## src/rtl/core/c8dec_pkg.sv

```systemverilog
// Shared types and codes for the CHIP-8 / SuperChip instruction decoder.
package c8dec_pkg;

  localparam int unsigned OPC_W  = 16;
  localparam int unsigned ADDR_W = 16;
  localparam int unsigned MNEM_W = 6;
  localparam int unsigned CLS_W  = 4;
  localparam int unsigned FORM_W = 4;
  localparam int unsigned REG_W  = 4;
  localparam int unsigned IMM_W  = 12;

  localparam logic [ADDR_W-1:0] SKIP_DIST = 16'd4;

  localparam logic [OPC_W-1:0] OP_CLS     = 16'h00E0;
  localparam logic [OPC_W-1:0] OP_RTS     = 16'h00EE;
  localparam logic [OPC_W-1:0] OP_SCRIGHT = 16'h00FB;
  localparam logic [OPC_W-1:0] OP_SCLEFT  = 16'h00FC;
  localparam logic [OPC_W-1:0] OP_LOW     = 16'h00FE;
  localparam logic [OPC_W-1:0] OP_HIGH    = 16'h00FF;
  localparam logic [11:0]      OP_SCDOWN_HI = 12'h00C;

  localparam logic [7:0] KK_SKP    = 8'h9E;
  localparam logic [7:0] KK_SKNP   = 8'hA1;
  localparam logic [7:0] KK_GDELAY = 8'h07;
  localparam logic [7:0] KK_WKEY   = 8'h0A;
  localparam logic [7:0] KK_SDELAY = 8'h15;
  localparam logic [7:0] KK_SSOUND = 8'h18;
  localparam logic [7:0] KK_ADDI   = 8'h1E;
  localparam logic [7:0] KK_FONT   = 8'h29;
  localparam logic [7:0] KK_XFONT  = 8'h30;
  localparam logic [7:0] KK_BCD    = 8'h33;
  localparam logic [7:0] KK_STRA   = 8'h55;
  localparam logic [7:0] KK_LDRA   = 8'h65;

  localparam logic [3:0] GRP_SYS   = 4'h0;
  localparam logic [3:0] GRP_JMP   = 4'h1;
  localparam logic [3:0] GRP_CALL  = 4'h2;
  localparam logic [3:0] GRP_SKEI  = 4'h3;
  localparam logic [3:0] GRP_SKNEI = 4'h4;
  localparam logic [3:0] GRP_SKER  = 4'h5;
  localparam logic [3:0] GRP_MOVI  = 4'h6;
  localparam logic [3:0] GRP_ADDI  = 4'h7;
  localparam logic [3:0] GRP_ALU   = 4'h8;
  localparam logic [3:0] GRP_SKNER = 4'h9;
  localparam logic [3:0] GRP_LDI   = 4'hA;
  localparam logic [3:0] GRP_JMPV  = 4'hB;
  localparam logic [3:0] GRP_RAND  = 4'hC;
  localparam logic [3:0] GRP_DRAW  = 4'hD;
  localparam logic [3:0] GRP_KEY   = 4'hE;
  localparam logic [3:0] GRP_MISC  = 4'hF;

  localparam logic [3:0] ALU_MOV  = 4'h0;
  localparam logic [3:0] ALU_OR   = 4'h1;
  localparam logic [3:0] ALU_AND  = 4'h2;
  localparam logic [3:0] ALU_XOR  = 4'h3;
  localparam logic [3:0] ALU_ADD  = 4'h4;
  localparam logic [3:0] ALU_SUB  = 4'h5;
  localparam logic [3:0] ALU_SHR  = 4'h6;
  localparam logic [3:0] ALU_SUBN = 4'h7;
  localparam logic [3:0] ALU_SHL  = 4'hE;

  localparam logic [MNEM_W-1:0] MN_CLS     = 6'd0;
  localparam logic [MNEM_W-1:0] MN_RTS     = 6'd1;
  localparam logic [MNEM_W-1:0] MN_SCRIGHT = 6'd2;
  localparam logic [MNEM_W-1:0] MN_SCLEFT  = 6'd3;
  localparam logic [MNEM_W-1:0] MN_LOW     = 6'd4;
  localparam logic [MNEM_W-1:0] MN_HIGH    = 6'd5;
  localparam logic [MNEM_W-1:0] MN_SCDOWN  = 6'd6;
  localparam logic [MNEM_W-1:0] MN_SYS     = 6'd7;
  localparam logic [MNEM_W-1:0] MN_JMP     = 6'd8;
  localparam logic [MNEM_W-1:0] MN_CALL    = 6'd9;
  localparam logic [MNEM_W-1:0] MN_SKE     = 6'd10;
  localparam logic [MNEM_W-1:0] MN_SKNE    = 6'd11;
  localparam logic [MNEM_W-1:0] MN_MOV     = 6'd12;
  localparam logic [MNEM_W-1:0] MN_ADD     = 6'd13;
  localparam logic [MNEM_W-1:0] MN_OR      = 6'd14;
  localparam logic [MNEM_W-1:0] MN_AND     = 6'd15;
  localparam logic [MNEM_W-1:0] MN_XOR     = 6'd16;
  localparam logic [MNEM_W-1:0] MN_SUB     = 6'd17;
  localparam logic [MNEM_W-1:0] MN_SHR     = 6'd18;
  localparam logic [MNEM_W-1:0] MN_SHL     = 6'd19;
  localparam logic [MNEM_W-1:0] MN_RAND    = 6'd20;
  localparam logic [MNEM_W-1:0] MN_DRAW    = 6'd21;
  localparam logic [MNEM_W-1:0] MN_SKP     = 6'd22;
  localparam logic [MNEM_W-1:0] MN_SKNP    = 6'd23;
  localparam logic [MNEM_W-1:0] MN_GDELAY  = 6'd24;
  localparam logic [MNEM_W-1:0] MN_WKEY    = 6'd25;
  localparam logic [MNEM_W-1:0] MN_SDELAY  = 6'd26;
  localparam logic [MNEM_W-1:0] MN_SSOUND  = 6'd27;
  localparam logic [MNEM_W-1:0] MN_FONT    = 6'd28;
  localparam logic [MNEM_W-1:0] MN_XFONT   = 6'd29;
  localparam logic [MNEM_W-1:0] MN_BCD     = 6'd30;
  localparam logic [MNEM_W-1:0] MN_STRA    = 6'd31;
  localparam logic [MNEM_W-1:0] MN_LDRA    = 6'd32;

  localparam logic [CLS_W-1:0] CL_NONE     = 4'd0;
  localparam logic [CLS_W-1:0] CL_STOP     = 4'd1;
  localparam logic [CLS_W-1:0] CL_JUMP     = 4'd2;
  localparam logic [CLS_W-1:0] CL_CONDJUMP = 4'd3;
  localparam logic [CLS_W-1:0] CL_CALL     = 4'd4;
  localparam logic [CLS_W-1:0] CL_ADD      = 4'd5;
  localparam logic [CLS_W-1:0] CL_SUB      = 4'd6;
  localparam logic [CLS_W-1:0] CL_AND      = 4'd7;
  localparam logic [CLS_W-1:0] CL_OR       = 4'd8;
  localparam logic [CLS_W-1:0] CL_XOR      = 4'd9;
  localparam logic [CLS_W-1:0] CL_LOAD     = 4'd10;
  localparam logic [CLS_W-1:0] CL_STORE    = 4'd11;
  localparam logic [CLS_W-1:0] CL_PRIV     = 4'd12;

  localparam logic [FORM_W-1:0] FM_NONE      = 4'd0;
  localparam logic [FORM_W-1:0] FM_NIBBLE    = 4'd1;
  localparam logic [FORM_W-1:0] FM_CONST12   = 4'd2;
  localparam logic [FORM_W-1:0] FM_TARGET12  = 4'd3;
  localparam logic [FORM_W-1:0] FM_REG_IMM8  = 4'd4;
  localparam logic [FORM_W-1:0] FM_REG_REG   = 4'd5;
  localparam logic [FORM_W-1:0] FM_REG_C8    = 4'd6;
  localparam logic [FORM_W-1:0] FM_I_C12     = 4'd7;
  localparam logic [FORM_W-1:0] FM_V0_DISP   = 4'd8;
  localparam logic [FORM_W-1:0] FM_REG_REG_N = 4'd9;
  localparam logic [FORM_W-1:0] FM_KEY_REG   = 4'd10;
  localparam logic [FORM_W-1:0] FM_I_REG     = 4'd11;
  localparam logic [FORM_W-1:0] FM_REG       = 4'd12;
  localparam logic [FORM_W-1:0] FM_REG_SKIP  = 4'd13;

  typedef struct packed {
    logic              is_valid;
    logic [MNEM_W-1:0] mnemonic_code;
    logic [CLS_W-1:0]  insn_class;
    logic [FORM_W-1:0] operand_form;
    logic [REG_W-1:0]  reg_x;
    logic [REG_W-1:0]  reg_y;
    logic [IMM_W-1:0]  imm_value;
    logic              has_target;
    logic [ADDR_W-1:0] branch_target;
  } dec_t;

endpackage

```

## src/rtl/core/c8dec_decode.sv

```systemverilog
// Combinational decode of one opcode word into a decoded request record.
module c8dec_decode
  import c8dec_pkg::*;
(
  input  logic [OPC_W-1:0]  opcode,
  input  logic [ADDR_W-1:0] address,
  output dec_t              dec
);

  logic [REG_W-1:0]  x;
  logic [REG_W-1:0]  y;
  logic [3:0]        n;
  logic [7:0]        kk;
  logic [IMM_W-1:0]  nnn;
  logic [ADDR_W-1:0] skip;

  assign x    = opcode[11:8];
  assign y    = opcode[7:4];
  assign n    = opcode[3:0];
  assign kk   = opcode[7:0];
  assign nnn  = opcode[11:0];
  assign skip = address + SKIP_DIST;

  always_comb begin
    dec = '0;
    unique case (opcode[15:12])
      GRP_SYS: begin
        dec.is_valid = 1'b1;
        priority if (opcode == OP_CLS) begin
          dec.mnemonic_code = MN_CLS;
        end else if (opcode == OP_RTS) begin
          dec.mnemonic_code = MN_RTS;
          dec.insn_class    = CL_STOP;
        end else if (opcode == OP_SCRIGHT) begin
          dec.mnemonic_code = MN_SCRIGHT;
        end else if (opcode == OP_SCLEFT) begin
          dec.mnemonic_code = MN_SCLEFT;
        end else if (opcode == OP_LOW) begin
          dec.mnemonic_code = MN_LOW;
        end else if (opcode == OP_HIGH) begin
          dec.mnemonic_code = MN_HIGH;
        end else if (opcode[15:4] == OP_SCDOWN_HI) begin
          dec.mnemonic_code = MN_SCDOWN;
          dec.operand_form  = FM_NIBBLE;
          dec.imm_value     = {8'd0, n};
        end else begin
          dec.mnemonic_code = MN_SYS;
          dec.insn_class    = CL_PRIV;
          dec.operand_form  = FM_CONST12;
          dec.imm_value     = nnn;
        end
      end
      GRP_JMP, GRP_CALL: begin
        dec.is_valid      = 1'b1;
        dec.mnemonic_code = (opcode[15:12] == GRP_JMP) ? MN_JMP : MN_CALL;
        dec.insn_class    = (opcode[15:12] == GRP_JMP) ? CL_JUMP : CL_CALL;
        dec.operand_form  = FM_TARGET12;
        dec.imm_value     = nnn;
        dec.has_target    = 1'b1;
        dec.branch_target = {4'd0, nnn};
      end
      GRP_SKEI, GRP_SKNEI: begin
        dec.is_valid      = 1'b1;
        dec.mnemonic_code = (opcode[15:12] == GRP_SKEI) ? MN_SKE : MN_SKNE;
        dec.insn_class    = CL_CONDJUMP;
        dec.operand_form  = FM_REG_IMM8;
        dec.reg_x         = x;
        dec.imm_value     = {4'd0, kk};
        dec.has_target    = 1'b1;
        dec.branch_target = skip;
      end
      GRP_SKER, GRP_SKNER: begin
        if (n == 4'd0) begin
          dec.is_valid      = 1'b1;
          dec.mnemonic_code = (opcode[15:12] == GRP_SKER) ? MN_SKE : MN_SKNE;
          dec.insn_class    = CL_CONDJUMP;
          dec.operand_form  = FM_REG_SKIP;
          dec.reg_x         = x;
          dec.reg_y         = y;
          dec.has_target    = 1'b1;
          dec.branch_target = skip;
        end
      end
      GRP_MOVI, GRP_ADDI: begin
        dec.is_valid      = 1'b1;
        dec.mnemonic_code = (opcode[15:12] == GRP_MOVI) ? MN_MOV : MN_ADD;
        dec.insn_class    = (opcode[15:12] == GRP_MOVI) ? CL_LOAD : CL_ADD;
        dec.operand_form  = FM_REG_C8;
        dec.reg_x         = x;
        dec.imm_value     = {4'd0, kk};
      end
      GRP_ALU: begin
        dec.is_valid     = 1'b1;
        dec.operand_form = FM_REG_REG;
        dec.reg_x        = x;
        dec.reg_y        = y;
        unique case (n)
          ALU_MOV: begin
            dec.mnemonic_code = MN_MOV;
            dec.insn_class    = CL_LOAD;
          end
          ALU_OR: begin
            dec.mnemonic_code = MN_OR;
            dec.insn_class    = CL_OR;
          end
          ALU_AND: begin
            dec.mnemonic_code = MN_AND;
            dec.insn_class    = CL_AND;
          end
          ALU_XOR: begin
            dec.mnemonic_code = MN_XOR;
            dec.insn_class    = CL_XOR;
          end
          ALU_ADD: begin
            dec.mnemonic_code = MN_ADD;
            dec.insn_class    = CL_ADD;
          end
          ALU_SUB, ALU_SUBN: begin
            dec.mnemonic_code = MN_SUB;
            dec.insn_class    = CL_SUB;
          end
          ALU_SHR, ALU_SHL: begin
            dec.mnemonic_code = (n == ALU_SHR) ? MN_SHR : MN_SHL;
            dec.operand_form  = FM_REG;
            dec.reg_y         = '0;
          end
          default: begin
            dec = '0;
          end
        endcase
      end
      GRP_LDI: begin
        dec.is_valid      = 1'b1;
        dec.mnemonic_code = MN_MOV;
        dec.insn_class    = CL_LOAD;
        dec.operand_form  = FM_I_C12;
        dec.imm_value     = nnn;
      end
      GRP_JMPV: begin
        dec.is_valid      = 1'b1;
        dec.mnemonic_code = MN_JMP;
        dec.insn_class    = CL_JUMP;
        dec.operand_form  = FM_V0_DISP;
        dec.imm_value     = nnn;
      end
      GRP_RAND: begin
        dec.is_valid      = 1'b1;
        dec.mnemonic_code = MN_RAND;
        dec.operand_form  = FM_REG_C8;
        dec.reg_x         = x;
        dec.imm_value     = {4'd0, kk};
      end
      GRP_DRAW: begin
        dec.is_valid      = 1'b1;
        dec.mnemonic_code = MN_DRAW;
        dec.operand_form  = FM_REG_REG_N;
        dec.reg_x         = x;
        dec.reg_y         = y;
        dec.imm_value     = {8'd0, n};
      end
      GRP_KEY: begin
        if ((kk == KK_SKP) || (kk == KK_SKNP)) begin
          dec.is_valid      = 1'b1;
          dec.mnemonic_code = (kk == KK_SKP) ? MN_SKP : MN_SKNP;
          dec.insn_class    = CL_CONDJUMP;
          dec.operand_form  = FM_KEY_REG;
          dec.reg_x         = x;
          dec.has_target    = 1'b1;
          dec.branch_target = skip;
        end
      end
      GRP_MISC: begin
        dec.is_valid     = 1'b1;
        dec.operand_form = FM_REG;
        dec.reg_x        = x;
        unique case (kk)
          KK_GDELAY: dec.mnemonic_code = MN_GDELAY;
          KK_WKEY:   dec.mnemonic_code = MN_WKEY;
          KK_SDELAY: dec.mnemonic_code = MN_SDELAY;
          KK_SSOUND: dec.mnemonic_code = MN_SSOUND;
          KK_ADDI: begin
            dec.mnemonic_code = MN_ADD;
            dec.insn_class    = CL_ADD;
            dec.operand_form  = FM_I_REG;
          end
          KK_FONT:   dec.mnemonic_code = MN_FONT;
          KK_XFONT:  dec.mnemonic_code = MN_XFONT;
          KK_BCD:    dec.mnemonic_code = MN_BCD;
          KK_STRA: begin
            dec.mnemonic_code = MN_STRA;
            dec.insn_class    = CL_STORE;
          end
          KK_LDRA: begin
            dec.mnemonic_code = MN_LDRA;
            dec.insn_class    = CL_LOAD;
          end
          default: begin
            dec = '0;
          end
        endcase
      end
      default: begin
        dec = '0;
      end
    endcase
  end

endmodule

```

## src/rtl/core/chip8_instruction_decoder_core.sv

```systemverilog
// Top level of the CHIP-8 / SuperChip instruction decoder: input and result registers.
// A request is taken on any cycle with start high; busy never rises, so one opcode
// can enter every cycle. Its decoded record is shown on out_valid for exactly one
// cycle, after passing the input register and then the decode logic into the result
// register. Results cannot be held off, and requests come out in order.
module chip8_instruction_decoder_core
  import c8dec_pkg::*;
(
  input  logic              clk,
  input  logic              rst_n,
  input  logic              start,
  output logic              busy,
  input  logic [OPC_W-1:0]  in_opcode_word,
  input  logic [ADDR_W-1:0] in_insn_address,
  output logic              out_valid,
  output logic              out_is_valid,
  output logic [MNEM_W-1:0] out_mnemonic_code,
  output logic [CLS_W-1:0]  out_insn_class,
  output logic [FORM_W-1:0] out_operand_form,
  output logic [REG_W-1:0]  out_reg_x,
  output logic [REG_W-1:0]  out_reg_y,
  output logic [IMM_W-1:0]  out_imm_value,
  output logic              out_has_target,
  output logic [ADDR_W-1:0] out_branch_target
);

  logic              in_valid_r;
  logic [OPC_W-1:0]  opcode_r;
  logic [ADDR_W-1:0] address_r;
  logic              res_valid_r;
  dec_t              dec_nxt;
  dec_t              res_r;
  logic              accept;

  assign busy   = 1'b0;
  assign accept = start && !busy;

  always_ff @(posedge clk) begin
    if (!rst_n) begin
      in_valid_r  <= 1'b0;
      res_valid_r <= 1'b0;
    end else begin
      in_valid_r  <= accept;
      res_valid_r <= in_valid_r;
    end
  end

  always_ff @(posedge clk) begin
    if (accept) begin
      opcode_r  <= in_opcode_word;
      address_r <= in_insn_address;
    end
    if (in_valid_r) begin
      res_r <= dec_nxt;
    end
  end

  c8dec_decode u_decode (
    .opcode  (opcode_r),
    .address (address_r),
    .dec     (dec_nxt)
  );

  assign out_valid         = res_valid_r;
  assign out_is_valid      = res_r.is_valid;
  assign out_mnemonic_code = res_r.mnemonic_code;
  assign out_insn_class    = res_r.insn_class;
  assign out_operand_form  = res_r.operand_form;
  assign out_reg_x         = res_r.reg_x;
  assign out_reg_y         = res_r.reg_y;
  assign out_imm_value     = res_r.imm_value;
  assign out_has_target    = res_r.has_target;
  assign out_branch_target = res_r.branch_target;

  a_latency: assert property (@(posedge clk) disable iff (!rst_n)
    accept |-> ##2 out_valid)
    else $error("request did not yield a result two cycles later");

  a_no_phantom: assert property (@(posedge clk) disable iff (!rst_n)
    out_valid |-> $past(accept, 2))
    else $error("result without a matching request");

  a_invalid_clear: assert property (@(posedge clk) disable iff (!rst_n)
    (out_valid && !out_is_valid) |-> (out_mnemonic_code == MN_CLS && !out_has_target
      && out_reg_x == '0 && out_imm_value == '0))
    else $error("invalid opcode carries nonzero fields");

  a_target_zero: assert property (@(posedge clk) disable iff (!rst_n)
    (out_valid && !out_has_target) |-> (out_branch_target == '0))
    else $error("branch target set without a target");

  a_skip_target: assert property (@(posedge clk) disable iff (!rst_n)
    (out_valid && out_insn_class == CL_CONDJUMP) |->
      (out_has_target && out_branch_target == $past(in_insn_address, 2) + SKIP_DIST))
    else $error("skip target is not address plus four");

endmodule

```

## config.mk

```make
export PLATFORM = sky130hd
export DESIGN_NAME = chip8_instruction_decoder_core
export DESIGN_NICKNAME = d
export VERILOG_FILES = /design/src/rtl/core/c8dec_pkg.sv /design/src/rtl/core/c8dec_decode.sv /design/src/rtl/core/chip8_instruction_decoder_core.sv
export SDC_FILE = /design/constraint.sdc
export NUM_CORES = 1
export LEC_CHECK = 0
export ABC_CLOCK_PERIOD_IN_PS = 2800
export BUFFER_PORTS_ARGS = -buffer_cell sky130_fd_sc_hd__clkbuf_2
export CAP_MARGIN = 20
export CORE_MARGIN = 2
export CORE_UTILIZATION = 55
export CTS_BUF_LIST = sky130_fd_sc_hd__clkbuf_16
export DETAILED_ROUTE_END_ITERATION = 8
export PLACE_DENSITY_LB_ADDON = 0.12
export SLEW_MARGIN = 25
export SYNTH_ARGS = -nofsm -noshare
export SYNTH_HDL_FRONTEND = slang
export SYNTH_HIERARCHICAL = 1
export SYNTH_SLANG_ARGS = --single-unit
```

## constraint.sdc

```tcl
create_clock -name clk -period 2.8 [get_ports clk]
set_clock_uncertainty 0.2 [all_clocks]
set_input_delay 0.14 -clock clk [delete_from_list [all_inputs] [get_ports clk]]
set_output_delay 0.14 -clock clk [all_outputs]
set_load 0.05 [all_outputs]
```

Word level (Yosys, flattened, before mapping)
Cells that the tools add are included.
- $add $sub $neg: 1
- multiply operators: 0
- divide/modulo/power cells: 0
- magnitude comparators: 0
- equal/unequal tests: 42
- shift operators: 0
- mux-type cells: 52
- bitwise operators: 0
- reductions and logical operators: 17
- operator list (cell ; number):
    $eq A16 B8 Y1 const B ; 6
    $pmux W17 S5 ; 1
    $mux W12 ; 7
    $pmux W7 S12 ; 1
    $pmux W12 S5 ; 1
    $pmux W6 S10 ; 1
    $pmux W4 S11 ; 1
    $pmux W6 S7 ; 1
    $mux W8 ; 5
    $pmux W4 S10 ; 1
    $mux W37 ; 1
    $eq A4 B4 Y1 const B ; 9
    $mux W17 ; 2
    $eq A4 B3 Y1 const B ; 8
    $mux W6 ; 5
    $eq A8 B5 Y1 const B ; 3
    $eq A8 B6 Y1 const B ; 3
    $pmux W4 S6 ; 1
    $mux W23 ; 1
    $mux W4 ; 5
    $pmux W4 S5 ; 1
    $mux W19 ; 1
    $reduce_or A9 Y1 ; 2
    $add A16 B3 Y16 const B ; 1
    23 further kinds ; 44
- flip-flop bits (word level): 86
- latch bits: 0
- memory bits (writable): 0
- ROM bits: 0
- output and inout port bits: 54
- logic and storage cells: 125
- memories: 0

Longest topological paths before layout
- depth in word-level cells: 9
- gate-level depth with buffers: 8
- mapped depth without buffers: 6

Cells and area by module
Netlist, hierarchy kept.
- modules (own cells, without submodules) (module ; instances ; cells each ; area an instance (um^2)):
    chip8_instruction_decoder_core ; 1 ; 90 ; 2586.2
    c8dec_decode ; 1 ; 307 ; 1879.3

Least setup slack after synthesis
No wires, ideal clock.
- kind: reg-to-reg
- start point: register opcode_r[0]
- end point: register res_r (netlist bit out_mnemonic_code[1]) (data pin)
- library setup time: 0.159 ns
- data arrival time: 1.901 ns
- required time: 2.441 ns
- setup slack: 0.540 ns
- stages on the path, launching flop included: 8
- path buffers: 2
- cells stage by stage: edfxtp_1 -> buf_6 -> inv_4 -> or4b_4 -> o31a_1 -> a311o_1 -> buf_6 -> o2111ai_2
- RTL lines (element ; RTL line ; source):
    start: declaration ; chip8_instruction_decoder_core.sv:28 ; logic [OPC_W-1:0] opcode_r;
    start signal: assignment ; chip8_instruction_decoder_core.sv:50 ; opcode_r <= in_opcode_word;
    end signal: assignment ; chip8_instruction_decoder_core.sv:54 ; res_r <= dec_nxt;
    end: declaration ; chip8_instruction_decoder_core.sv:32 ; dec_t res_r;

==> out/qor.yml <==
synth_top_cell_area_share: 0.565
first_iter_violations: 467
final_cell_area_um2: 6100
slew_violations: 0
synth_cell_types: 69
fin_crit_ps: 2730
grt_pass1_vias: 4071
cts.sinks: 86
async_reset_ff_frac: 0
netlist_area_um2: 4470
cellLeakagePower_nw: 2.33
fin_crit_sh: 0.976
dieArea_um2: 8860
cp_num_buf_inv: 1
syn2layout_area_growth_pct: 36.7
cp_max_fo: 11
htree_levels: 3
grt_pass1_wl_um: 22000
wire_per_inst_um: 21.6
vias: 4211
layout-drive-gt1-share: 0.325
ys_seq_elements: 86
startpoint_type: "flip-flop"
cp.arrival_ps: 2600
cts_tree: "built"
yosys_most_used_dff: "edfxtp_1"
dpl.hpwl_um: 9040
hold_class: "in2reg"
p_per_area_nw_per_um2: 621
status: "completed"
tightestPinTransition_ps: 893
antenna_left: 0
path_cells: "or4_1 > buf_4 > o22ai_1 > a21oi_1 > a221oi_1 > nand2_1"
cts_made_buffers: 9
peakVddDrop_mv: 0.384
grt_usage: 0.335
grt_overflow_total: 0
maxSlewHeadroom: 0.404
fillers: 467
synth_fp_nets: 433
ios: 89
synthCells: 397
pre_cts_ws_ps: 3.98
placed_area_um2: 5400
power_mw: 3.79
slowest_stage: "or4_1"
viasPerCell: 6.27
synth_top_area_cell: "edfxtp_1"
clock-root-buffer: "clkbuf_16"
end_kind: "flip-flop"
num-nets-final: 601
drc: 0
critPathKind: "reg2reg"
rsz0062_at_grt: "no"
antenna_found_initial: 0
clk_pin_slew_worst_paths_ps: 70
max_cap_viol_count: 0
grt_max_degree: 34
tns_ps: 0
drt-total-wl_um: 14500
gp_congestion: 1.00
required_ps: 2670
diodes: 0
synth_area_per_cell_um2: 11.2
core_um2: 7810
setup_violations: 0
fin_ws_ps: 67.8
fmax_mhz: 366
hold_ws_ps: 315
cp_top_family: "simple AND/OR/NAND/NOR gates"
yosysSeqAreaShare: 0.574
dr.pass1.iters: 5
die_x_um: 94.1
synth_edf_count: 84
clock_latency_ps: 340
synth_warnings: 6
die_h_um: 94.1
clockBufferDepth: 2
synth.area.top_cells: "edfxtp_1 56%, nand2_1 2.9%, o21ai_0 2.8%, nor2_1 2.3%, nor2b_1 2.1%"
num_rows: 32
initial_core_util: 0.572
max_stage_delay_ps: 660
port_buffers: 87
hold_violations: 0
[placed cells by master, fill, tap and decap left out, drive strengths merged, types with 15 or more instances in the layout]
master / netlist / final
nor2b: 15 / 15
nand2: 34 / 34
a21oi: 18 / 18
clkbuf: 21 / 96
nor2: 27 / 27
inv: 12 / 15
dlygate4sd3: 0 / 33
edfxtp: 84 / 84
o21ai: 26 / 26
buf: 8 / 66
[path summary, 6_finish.rpt]
| check | startpoint | end | slack, ps | depth (start not counted) |
|---|---|---|---|---|
| min reg2reg | address_r[15] | out_branch_target[15] | 410 | 2 |
| max | opcode_r[3] | out_mnemonic_code[2] | 70 | 6 |
| min | in_opcode_word[4] | opcode_r[4] | 310 | 2 |
| max reg2reg | opcode_r[3] | out_mnemonic_code[2] | 70 | 6 |
[metrics by stage]
step | instances | utilization
5_1_grt | 672 | 0.782
3_5_place_dp | 620 | 0.691
2_1_floorplan | 397 | -
6_report | 672 | 0.782
3_3_place_gp | 620 | 0.690
4_1_cts | 669 | 0.777
[cell usage after synthesis (all sizes together) (4+ instances only)]
cell type and n:
nor2 27, or4 6, xor2 10, o2111ai 4, a21boi 4, nand2 34, xnor2 10, a21oi 18
nand2b 7, nand3 9, o211ai 5, nand4b 7, edfxtp 84, and4 4, nor3b 4, nor4 6
o21ai 26, buf 8, inv 12, nor3 10, clkbuf 21, nor2b 15, nand4 7
[final cells by class]
class | count | area, µm² | area share
multi-input cells | 270 | 1750 | 0.287
repair buffers | 186 | 1270 | 0.209
inverters | 12 | 47.5 | 0.00779
clock buffers | 9 | 225 | 0.0369
flip-flops and latches | 86 | 2560 | 0.420
well taps | 102 | 128 | 0.0209
clock inverters | 7 | 113 | 0.0185
[cells by family (layout without fill, tap and decap cells)]
kind of cell / after synthesis / after routing / share of synthesized area
other cells: 1 / 1 / 0.000840
compound gates: 92 / 92 / 0.144
fa+ha+maj: 3 / 3 / 0.00728
simple gates: 152 / 152 / 0.191
mux: 2 / 2 / 0.00448
xor+xnor: 20 / 20 / 0.0392
flops: 86 / 86 / 0.574
buf+inv: 41 / 214 / 0.0398
[routing by layer]
metal | wire length, µm | global-route usage | part of all wire | up-vias
li1 | - | - | - | 1847
met1 | 5460 | 0.432 | 0.38 | 1964
met2 | 7140 | 0.556 | 0.49 | 343
met3 | 1340 | 0.0586 | 0.092 | 57
met4 | 561 | 0.147 | 0.039 | 0
met5 | 0 | 0 | 0 | -
[timing repair]
item,CTS,global route
setup endpoints to repair,0,11
hold endpoints to repair,34,0
setup buffers,0,3
gates resized for setup,0,4
hold buffers,33,0
[state kept, by name, summed over array words and instances, names as in the netlist]
| signal | cells |
|---|---|
| opcode_r | 16 |
| in_valid_r | 1 |
| out_has_target | 1 |
| address_r | 16 |
| out_operand_form | 4 |
| out_insn_class | 4 |
| out_reg_y | 4 |
| out_imm_value | 12 |
| out_valid | 1 |
| out_branch_target | 16 |
| out_is_valid | 1 |
| out_mnemonic_code | 6 |
| out_reg_x | 4 |
[where the power goes]
part           internal (mW)  total, mW  leakage, nW  switching, mW
sequential              1.54       1.61        0.777         0.0727
combinational          0.284      0.831         1.40          0.547
clock                  0.802       1.34        0.161          0.542
total                   2.63       3.79         2.33           1.16
Power figures use the tool's default switching activity.
